--- config.mk ---
export PLATFORM = sky130hd
export DESIGN_NAME = modbus_request_frame_builder_top
export DESIGN_NICKNAME = d
export VERILOG_FILES = /design/src/hdl/mrfb_pkg.sv /design/src/hdl/mrfb_front.sv /design/src/hdl/mrfb_fifo.sv /design/src/hdl/mrfb_back.sv /design/src/hdl/modbus_request_frame_builder_top.sv
export SDC_FILE = /design/constraint.sdc
export NUM_CORES = 1
export LEC_CHECK = 0
export ABC_AREA = 1
export CORE_MARGIN = 5
export CORE_UTILIZATION = 40
export CTS_CLUSTER_DIAMETER = 30
export DETAILED_ROUTE_END_ITERATION = 10
export DONT_BUFFER_PORTS = 1
export SLEW_MARGIN = 10
export SYNTH_ARGS = -nofsm -noshare
export SYNTH_HDL_FRONTEND = slang
export SYNTH_SLANG_ARGS = --single-unit
export TNS_END_PERCENT = 30
--- constraint.sdc ---
create_clock -name clk -period 3.7 [get_ports clk]
set_input_delay 0.74 -clock clk [delete_from_list [all_inputs] [get_ports clk]]
set_output_delay 0.74 -clock clk [all_outputs]
set_load 0.005 [all_outputs]
--- src/hdl/mrfb_pkg.sv ---
// Package for the Modbus RTU request frame builder.
// Holds transaction structs, frame constants and function codes.
// No dependencies.
package mrfb_pkg;

    // Frame geometry
    localparam int unsigned FRAME_LEN = 8;
    localparam int unsigned BODY_LEN  = 6;
    localparam int unsigned IDX_W     = 3;
    localparam logic [IDX_W-1:0] LAST_IDX   = IDX_W'(FRAME_LEN - 1);
    localparam logic [IDX_W-1:0] CRC_LO_IDX = IDX_W'(BODY_LEN);

    // CRC-16/MODBUS
    localparam logic [15:0] CRC_INIT = 16'hFFFF;
    localparam logic [15:0] CRC_POLY = 16'hA001;

    // Command encodings and Modbus function codes
    localparam logic CMD_READ  = 1'b0;
    localparam logic CMD_WRITE = 1'b1;
    localparam logic [7:0] FUNC_READ_HOLDING = 8'h03;
    localparam logic [7:0] FUNC_WRITE_SINGLE = 8'h06;

    // Request transaction
    typedef struct packed {
        logic        command;
        logic [7:0]  slave_address;
        logic [15:0] start_register;
        logic [15:0] operand_value;
    } req_t;

    // Frame byte transaction
    typedef struct packed {
        logic [7:0] frame_byte;
        logic       last_byte;
    } frame_t;

    // Six frame body bytes, entry 0 is sent first
    typedef logic [BODY_LEN-1:0][7:0] body_t;

    // Queue status seen by the back end
    typedef struct packed {
        logic full;
        logic avail;
    } q_status_t;

endpackage

--- src/hdl/mrfb_front.sv ---
// Front end: classifies a request and lays out the six frame body bytes.
// Depends on mrfb_pkg.
module mrfb_front
    import mrfb_pkg::*;
(
    input  req_t  req,
    output body_t body
);

    logic [7:0] func_code;

    // Map command to function code
    always_comb
    begin
        case (req.command)
            CMD_WRITE: func_code = FUNC_WRITE_SINGLE;
            CMD_READ:  func_code = FUNC_READ_HOLDING;
            default:   func_code = FUNC_READ_HOLDING;
        endcase
    end

    // Lay out body bytes in transmit order
    always_comb
    begin
        body[0] = req.slave_address;
        body[1] = func_code;
        body[2] = req.start_register[15:8];
        body[3] = req.start_register[7:0];
        body[4] = req.operand_value[15:8];
        body[5] = req.operand_value[7:0];
    end

endmodule

--- src/hdl/mrfb_fifo.sv ---
// Short register queue of frame bodies between front and back ends.
// Depends on mrfb_pkg.
module mrfb_fifo
    import mrfb_pkg::*;
#(
    parameter int unsigned DEPTH = 2
)
(
    input  logic      clk,
    input  logic      rst_n,
    input  logic      push,
    input  body_t     push_data,
    input  logic      pop,
    output body_t     head,
    output q_status_t status
);

    localparam int unsigned PTR_W = (DEPTH > 1) ? $clog2(DEPTH) : 1;
    localparam int unsigned CNT_W = $clog2(DEPTH + 1);
    localparam logic [PTR_W-1:0] PTR_LAST = PTR_W'(DEPTH - 1);
    localparam logic [CNT_W-1:0] CNT_FULL = CNT_W'(DEPTH);

    body_t            slot_reg [DEPTH];
    logic [PTR_W-1:0] wr_ptr_reg, wr_ptr_next;
    logic [PTR_W-1:0] rd_ptr_reg, rd_ptr_next;
    logic [CNT_W-1:0] count_reg, count_next;

    assign status.full  = (count_reg == CNT_FULL);
    assign status.avail = (count_reg != '0);
    assign head         = slot_reg[rd_ptr_reg];

    // Advance pointers and occupancy
    always_comb
    begin
        wr_ptr_next = wr_ptr_reg;
        rd_ptr_next = rd_ptr_reg;
        count_next  = count_reg;
        if (push)
        begin
            wr_ptr_next = (wr_ptr_reg == PTR_LAST) ? '0 : wr_ptr_reg + 1'b1;
        end
        if (pop)
        begin
            rd_ptr_next = (rd_ptr_reg == PTR_LAST) ? '0 : rd_ptr_reg + 1'b1;
        end
        if (push && !pop)
        begin
            count_next = count_reg + 1'b1;
        end
        else if (pop && !push)
        begin
            count_next = count_reg - 1'b1;
        end
    end

    always_ff @(posedge clk or negedge rst_n)
    begin
        if (!rst_n)
        begin
            wr_ptr_reg <= '0;
            rd_ptr_reg <= '0;
            count_reg  <= '0;
        end
        else
        begin
            wr_ptr_reg <= wr_ptr_next;
            rd_ptr_reg <= rd_ptr_next;
            count_reg  <= count_next;
        end
    end

    // Store pushed body
    always_ff @(posedge clk)
    begin
        if (push)
        begin
            slot_reg[wr_ptr_reg] <= push_data;
        end
    end

    a_cnt_range: assert property (@(posedge clk) disable iff (!rst_n)
        count_reg <= CNT_FULL)
        else $error("queue count exceeds depth");

    a_no_overflow: assert property (@(posedge clk) disable iff (!rst_n)
        push |-> (!status.full || pop))
        else $error("push into full queue");

    a_no_underflow: assert property (@(posedge clk) disable iff (!rst_n)
        pop |-> status.avail)
        else $error("pop from empty queue");

endmodule

--- src/hdl/mrfb_back.sv ---
// Back end: serializes a frame body, accumulates CRC-16/MODBUS, appends it.
// Depends on mrfb_pkg; drives the registered frame output.
module mrfb_back
    import mrfb_pkg::*;
(
    input  logic      clk,
    input  logic      rst_n,
    input  body_t     head,
    input  q_status_t status,
    output logic      pop,
    output logic      frame_valid,
    input  logic      frame_stall,
    output frame_t    frame
);

    logic [IDX_W-1:0] idx_reg, idx_next;
    logic [15:0]      crc_reg, crc_next;
    logic             out_valid_reg, out_valid_next;
    frame_t           out_data_reg, out_data_next;
    logic             load_ok;
    logic             advance;
    logic [7:0]       body_byte;
    logic             in_body;

    // One byte through the reflected CRC, LSB first
    function automatic logic [15:0] crc_byte(input logic [15:0] crc_in,
                                             input logic [7:0]  b);
        logic [15:0] c;
        c = crc_in ^ {8'h00, b};
        for (int k = 0; k < 8; k++)
        begin
            c = c[0] ? ((c >> 1) ^ CRC_POLY) : (c >> 1);
        end
        return c;
    endfunction

    assign load_ok = !out_valid_reg || !frame_stall;
    assign advance = status.avail && load_ok;
    assign pop     = advance && (idx_reg == LAST_IDX);
    assign in_body = (idx_reg < CRC_LO_IDX);

    // Pick the body byte for the current position
    always_comb
    begin
        body_byte = '0;
        if (in_body)
        begin
            body_byte = head[idx_reg];
        end
    end

    // Select next output byte and CRC
    always_comb
    begin
        idx_next       = idx_reg;
        crc_next       = crc_reg;
        out_valid_next = out_valid_reg;
        out_data_next  = out_data_reg;
        if (load_ok)
        begin
            out_valid_next = advance;
        end
        if (advance)
        begin
            out_data_next.last_byte = (idx_reg == LAST_IDX);
            if (in_body)
            begin
                out_data_next.frame_byte = body_byte;
                crc_next = crc_byte(crc_reg, body_byte);
            end
            else if (idx_reg == CRC_LO_IDX)
            begin
                out_data_next.frame_byte = crc_reg[7:0];
            end
            else
            begin
                out_data_next.frame_byte = crc_reg[15:8];
            end
            // Wrap to the next frame after the CRC high byte
            if (idx_reg == LAST_IDX)
            begin
                idx_next = '0;
                crc_next = CRC_INIT;
            end
            else
            begin
                idx_next = idx_reg + 1'b1;
            end
        end
    end

    always_ff @(posedge clk or negedge rst_n)
    begin
        if (!rst_n)
        begin
            idx_reg       <= '0;
            crc_reg       <= CRC_INIT;
            out_valid_reg <= 1'b0;
        end
        else
        begin
            idx_reg       <= idx_next;
            crc_reg       <= crc_next;
            out_valid_reg <= out_valid_next;
        end
    end

    // Output payload register
    always_ff @(posedge clk)
    begin
        out_data_reg <= out_data_next;
    end

    assign frame_valid = out_valid_reg;
    assign frame       = out_data_reg;

    a_wrap: assert property (@(posedge clk) disable iff (!rst_n)
        (advance && idx_reg == LAST_IDX) |=> (idx_reg == '0 && crc_reg == CRC_INIT))
        else $error("frame position or CRC not reset after last byte");

    a_step: assert property (@(posedge clk) disable iff (!rst_n)
        (advance && idx_reg != LAST_IDX) |=> (idx_reg == $past(idx_reg) + 1'b1))
        else $error("frame position did not advance by one");

    a_hold: assert property (@(posedge clk) disable iff (!rst_n)
        !advance |=> ($stable(idx_reg) && $stable(crc_reg)))
        else $error("frame state moved without an emitted byte");

    a_last_pos: assert property (@(posedge clk) disable iff (!rst_n)
        advance |=> (frame_valid && (frame.last_byte == ($past(idx_reg) == LAST_IDX))))
        else $error("last byte flagged at wrong frame position");

endmodule

--- src/hdl/modbus_request_frame_builder_top.sv ---
// Top level of the Modbus RTU request frame builder.
// Depends on mrfb_pkg, mrfb_front, mrfb_fifo and mrfb_back.
//
//  Channel  Signals                          Moves
//  -------  -------------------------------  ---------------------------------
//  req      req_valid, req_stall, req        one request (command, address,
//                                            register, operand)
//  frame    frame_valid, frame_stall, frame  one frame byte plus last flag
//
// Each request yields eight frame bytes, one per cycle from the serializer while
// frame_stall is low; the byte serializer sets the sustained request rate.
// An accepted request is queued first; its first byte is then registered.
// Requests are taken while the body queue (QUEUE_DEPTH entries) has room, so
// new requests enter while a frame is still streaming out.
// Reset is asynchronous, active low; it empties the queue and output register.
// A stall on frame holds the current byte and backs up into the queue only.
module modbus_request_frame_builder_top
    import mrfb_pkg::*;
#(
    parameter int unsigned QUEUE_DEPTH = 2
)
(
    input  logic   clk,
    input  logic   rst_n,
    input  logic   req_valid,
    output logic   req_stall,
    input  req_t   req,
    output logic   frame_valid,
    input  logic   frame_stall,
    output frame_t frame
);

    body_t     body;
    body_t     head;
    q_status_t status;
    logic      push;
    logic      pop;

    assign req_stall = status.full;
    assign push      = req_valid && !status.full;

    mrfb_front u_front (
        .req  (req),
        .body (body)
    );

    mrfb_fifo #(
        .DEPTH (QUEUE_DEPTH)
    ) u_fifo (
        .clk       (clk),
        .rst_n     (rst_n),
        .push      (push),
        .push_data (body),
        .pop       (pop),
        .head      (head),
        .status    (status)
    );

    mrfb_back u_back (
        .clk         (clk),
        .rst_n       (rst_n),
        .head        (head),
        .status      (status),
        .pop         (pop),
        .frame_valid (frame_valid),
        .frame_stall (frame_stall),
        .frame       (frame)
    );

endmodule
# Yosys cells after proc, flatten, opt, wreduce, memory -nomap -nowiden
# Memory sizes are Yosys's and may differ from the RTL's.
# Cells that the tools add are included.
# word_totals
reg_bits,33
mem_bits_rw,96
input_bits,45
out_inout_bits,11
elab_cells,67
memories,1
# memory_table
memory,words,word_bits,rd,rd_ports_with_merged_regs,write_ports,line_no,rtl
u_fifo.slot_reg,2,48,1,0,1,mrfb_fifo.sv:23,body_t slot_reg [DEPTH];
# op_classes
add_sub_neg,5
order_cmp,2
n_eq_ne,3
muxes,23
n_bitwise,10
reduce_logical,15
# ops
operator,n
16-bit two-way mux,10
8-bit two-way mux,4
8-bit binary-select mux with 3-bit select,1
2-bit NOT with 3-bit output,8
8-bit case mux with 2 select lines,1
16-bit by 8-bit XOR with 16-bit output,1
"3-bit equality test, second input constant",2
2-bit nonzero test,3
1-bit logical AND,5
1-bit zero test,5
"3-bit by 4-bit < comparator with 1-bit output, second input constant",1
1-bit two-way mux,4
2-bit two-way mux,2
"3-bit by 1-bit adder with 3-bit output, second input constant",1
"3-bit < comparator, second input constant",1
3-bit two-way mux,1
"1-bit adder, second input constant",2
"2-bit by 1-bit adder with 2-bit output, second input constant",1
"2-bit equality test, second input constant",1
2-bit AND reduction,1
"2-bit by 1-bit subtractor with 2-bit output, second input constant",1
1-bit logical OR,1
1-bit NOT,1

# Longest topological paths before layout
# An unclocked memory read counts as a cell.
# logic_depth
word_depth,23
depth_mapped,24
mapped_depth_nobuf,23

# Hierarchy
# From an unflattened synthesis, not the netlist that was laid out.
# unflattened
hier_cells,560
hier_area_um2,6421.2
# by_module_without_submodules
mod,n_inst,cells_per_inst,area_each_um2,seq_area_each_um2
mrfb_fifo,1,174,3716.1,2982.9
mrfb_back,1,334,2331.0,790.8
mrfb_front,1,50,364.1,0.0
modbus_request_frame_builder_top,1,2,10.0,0.0

# Worst setup path before layout
# Ideal clock, no wire load.
# synth_path
path_kind,input-to-reg
from,input req_valid
to,"memory u_fifo.slot_reg[1][0] in the netlist's numbering, enable pin"
setup_time_ps,443
arrival_time_ps,2671
required_time_ps,3257
setup_slack_ps,586
path_stages,2
cell_sequence,o21ai_0 -> nor2_1
# synth_via
elab_chain_len,3
# synth_lines
element,line_no,rtl
from (decl),modbus_request_frame_builder_top.sv:25,"input logic req_valid,"
1-bit logical AND,modbus_request_frame_builder_top.sv:40,assign push = req_valid && !status.full;
1-bit two-way mux,mrfb_fifo.sv:75,if (push)
1-bit two-way mux (implied by the code),mrfb_fifo.sv:77,slot_reg[wr_ptr_reg] <= push_data;
to (decl),mrfb_fifo.sv:23,
# Every way passes these cells.

# Worst setup path in the final report
# layout_path
from,register u_back.idx_reg[2]
to,register u_back.crc_reg[0]
# layout_via
elab_chain_len,15
elab_cells_between_ends,25
# layout_lines
element,line_no,rtl
from (decl),mrfb_back.sv:16,"logic [IDX_W-1:0] idx_reg, idx_next;"
from (signal assigned),mrfb_back.sv:102,idx_reg <= idx_next;
8-bit binary-select mux with 3-bit select,mrfb_back.sv:48,body_byte = head[idx_reg];
8-bit two-way mux (implied by the code),mrfb_back.sv:48,
8-bit two-way mux,mrfb_back.sv:46,if (in_body)
16-bit by 8-bit XOR with 16-bit output,mrfb_back.sv:29,"c = crc_in ^ {8'h00, b};"
16-bit two-way mux or 2-bit NOT with 3-bit output (tied branches) (6 in a row),n/a,
2-bit NOT with 3-bit output (no source line) or 16-bit two-way mux (tied branches),n/a,
16-bit two-way mux (2 in a row),mrfb_back.sv:32,c = c[0] ? ((c >> 1) ^ CRC_POLY) : (c >> 1);
16-bit two-way mux,mrfb_back.sv:66,if (in_body)
16-bit two-way mux,mrfb_back.sv:80,if (idx_reg == LAST_IDX)
to (signal assigned),mrfb_back.sv:103,crc_reg <= crc_next;
to (decl),mrfb_back.sv:17,"logic [15:0] crc_reg, crc_next;"
# Parallel ways exist; a longest one is shown, timed or not. The select of a mux whose other input is x is not followed.
# A chain may end at the register's enable or synchronous reset.

==> summary.md <==
| Metric | Value |
|---|---|
| Critical-path cell list | `inv_1, nand4_1, nand3_1, nand2_1, nand2_2, inv_1, nand2_1, nand2_1, nand2_1, nand2_1, nand2_1, nand2_1, nand2_1, nand3_2, nand2_1, nand2_1, nand3_1, nand2_1, inv_1` |
| Worst flop-to-flop path endpoint | `u_back.crc_reg[0]` |
| Post-synthesis register bit count | `about 120` |
| FMAX | `approximately 360 MHz` |
| Critical Path Sink Type | `flop` |
| Mapped cell area | `roughly 5400 sq um` |
| RSZ-0062 raised after global routing | `false` |
| H-tree Lvls | `4` |
| Delay-heaviest family, CP | `simple AND/OR/NAND/NOR gates` |
| Largest net degree at the start of global routing | `45` |
| Max reg flops | `84` |
| Skew final | `approximately 0.0077 ns` |
| Initial antenna violation count | `0` |
| Critical Path RT | `slightly above 4 ns` |
| Non-Filler Instances | `750` |
| Clock Pin Slew Worst Setup and Hold Paths | `approximately 0.05 ns` |
| Worst Max-Slew Pin Slew | `0.755 ns` |
| Drt initial violations | `between 200 and 250` |
| Die W | `roughly 130 um` |
| Antenna-violating nets left | `0` |
| CTS max path bufs | `2` |
| Max VDD drop | `between 0.4 and 0.5 mV` |
| Core Rows | `42` |
| Leakage | `about 2.6 nW` |
| Cells after Synth | `around 550` |
| Fillers | `1239` |
| Cell accounting for the most synthesized area | `edfxtp_1` |
| CP Buf/Inv Count | `3` |
| Register area share after synthesis | `0.633` |
| M3 GR Usage | `0.0601` |
| Pins Over Slew Limit | `0` |
| Hpwl dp | `slightly below 8000 um` |
| Syn Area/Cell | `~9.7 sq um` |
| Critical Path Max Stage Delay | `about 0.70 ns` |
| Setup bufs post-CTS | `0` |
| DR vias/cell | `between 5 and 6` |
| Fraction of layout cells with a size suffix above 1 | `0.103` |
| Worst Path Arrival | `between 3 and 4 ns` |
| Hold Vio Cnt, Final | `0` |
| Worst-path fanout max | `14` |
| Grt total ovfl | `0` |
| Syn nets | `about 600` |
| Ys flop type | `edfxtp_1` |
| GR Util met2 | `0.253` |
| Post-synth EDFFs | `93` |
| Post-Place Cells | `roughly 720` |
| FFs w/ async S/R, synth | `0.205` |
| Routability cong. | `~0.88` |
| Worst hold path class | `in -> async` |
| Final setup violation count | `0` |
| Relative slew slack | `0.492` |
| Total power | `6.36 mW` |
| Number of CTS-inserted buffers | `17` |
| Most Crowded Layer GR | `met2` |
| Vias | `~3800` |
| Core ar. | `~13000 sq um` |
| Number of global-route vias before repair | `between 3000 and 4000` |
| Routed Wire Length | `between 10000 and 15000 um` |
| Initial core utilization | `0.408` |
| Met1 Use GR | `0.192` |
| Crit-path most repeated cell | `nand2_1` |
| First-pass GRT wire length | `roughly 20000 um` |
| CTS tree | `built` |
| IO buf count | `0` |
| Num ports | `56` |
| WL per Instance | `~16 um` |
| Clock latency at the later pin of the worst-skew pair | `approximately 0.42 ns` |
| Min Tclk post-route | `2.78 ns` |
| Synth cell types | `30` |
| Die Span Y | `126 um` |
| Clk root buf | `clkbuf_16` |
| Area of the multi-input gates | `about 1600 sq um` |
| Pwr dens | `1040 nW/um^2` |
| Dominant cells by area after synthesis | `edfxtp_1 52%, nand2_1 11%, dfstp_2 7.8%` |
| CP max-delay cell | `dfrtp_1` |
| Reg2Reg Depth | `19` |
| Post-route DRC | `0` |
| Clk sink count | `~120` |
| Nets | `around 600` |
| WS Path Type | `reg -> reg` |
| Share of the synthesized area in the top cell type | `0.518` |
| Register area | `~3400 sq um` |
| Worst reg-to-reg setup slack | `0.92 ns` |
| Worst setup SP type | `flop` |
| Final critical-path share of the clock period | `0.753` |
| Setup TNS Final | `0 ns` |
| ANT cells | `0` |
| Die ar. | `15900 sq um` |
| Max-cap violations | `0` |
| GRT Resource Usage Total | `0.161` |
| Pre-antenna DRT Iters | `4` |
| Layout area overhead | `13.4%` |
| Reg2reg start | `u_back.idx_reg[2]` |
| Outcome | `finished, final reports clean` |
| Synth warnings | `0` |
cells in the mapped netlist, types with 3 or more instances:
cell type  count
a21oi_1       15
ha_1           3
nand3_1       53
o22ai_1        8
nand2_1      161
o21ai_0       46
inv_1         59
edfxtp_1      93
nand4_1        4
dfrtp_1        8
xor2_1         3
nor2_1        45
buf_4          4
dfstp_2       16
clkbuf_1       5
buf_2          7
buf_6          4
o211ai_1       4
layer usage:
| layer | up-vias | wire length (um) |
|---|---|---|
| li1 | 1873 | - |
| met4 | 0 | 424 |
| met3 | 33 | 780 |
| met1 | 1772 | 5270 |
| met5 | - | 0 |
| met2 | 108 | 5680 |
per-stage QoR:
stage	cell area, sq um	setup slack [ns]	hold slack, ns	utilization
after detailed placement	5560	0.968	0.447	0.420
final	6120	0.915	0.168	0.462
after CTS	6120	0.948	0.142	0.462
after floorplan	5400	0.586	0.444	-
after global placement	5560	1.02	0.446	0.420
after global routing	6120	0.621	0.139	0.462
repair_timing:
item                      CTS  global route
hold buffers                1             0
hold endpoints to repair    8             0
resized for setup           0             0
cell usage in the layout (no fill, tap or decap), drive strengths merged, types with 2 or more instances in the layout:
| master | instances |
|---|---|
| a21oi | 15 |
| buf | 8 |
| bufinv | 2 |
| clkbuf | 17 |
| clkinv | 10 |
| clkinvlp | 2 |
| dfrtp | 8 |
| dfstp | 16 |
| edfxtp | 93 |
| ha | 3 |
| inv | 61 |
| nand2 | 162 |
| nand3 | 55 |
| nand4 | 4 |
| nor2 | 46 |
| nor3 | 2 |
| o211ai | 4 |
| o21ai | 47 |
| o22ai | 8 |
| xnor2 | 2 |
| xor2 | 4 |
worst reg2reg max path: cells and delay by family (launching register included):
| family | cells | cell delay, ns |
|---|---|---|
| DFF | 1 | 0.70 |
| buffers and inverters | 3 | 0.57 |
| and+or+nand+nor | 16 | 1.45 |
kinds of logic (layout without fill, tap and decap cells):
family                   after synthesis  in the layout  share of synthesized area
AO/OA/AOI/OAI                         78             78                     0.0781
XOR/XNOR                               6              6                     0.0111
adder cells (fa/ha/maj)                3              3                    0.00696
buffers and inverters                 81            101                     0.0663
flip-flops                           117            117                      0.633
AND/OR/NAND/NOR                      269            269                      0.205
area by class of cell:
class	count	area share
timing repair buffer	9	0.0115
clock buffer	17	0.0695
clock inverter	14	0.0194
inverter	61	0.0374
sequential	117	0.558
tap	176	0.0360
multi-input combinational	356	0.268
report_power, final:
group / switching [mW] / leakage, nW / internal, mW
clock network: 0.554 / 0.265 / 0.963
registers: 0.219 / 1.13 / 1.99
logic: 1.82 / 1.17 / 0.810
total: 2.60 / 2.57 / 3.76
worst max path at each step:
stage	cells past startpoint	start	to	slack [ns]
CTS	22	u_fifo.rd_ptr_reg	u_back.crc_reg[0]	0.95
floorplan	2	req_valid	u_fifo.slot_reg[1][0]	0.59
detailed placement	22	u_fifo.rd_ptr_reg	u_back.crc_reg[0]	0.97
finish	19	u_back.idx_reg[2]	u_back.crc_reg[0]	0.92
global placement	22	u_fifo.rd_ptr_reg	u_back.crc_reg[0]	1.02
global route	22	u_fifo.rd_ptr_reg	u_back.crc_reg[0]	0.62
Note: power is estimated with default switching activity, not from simulation.
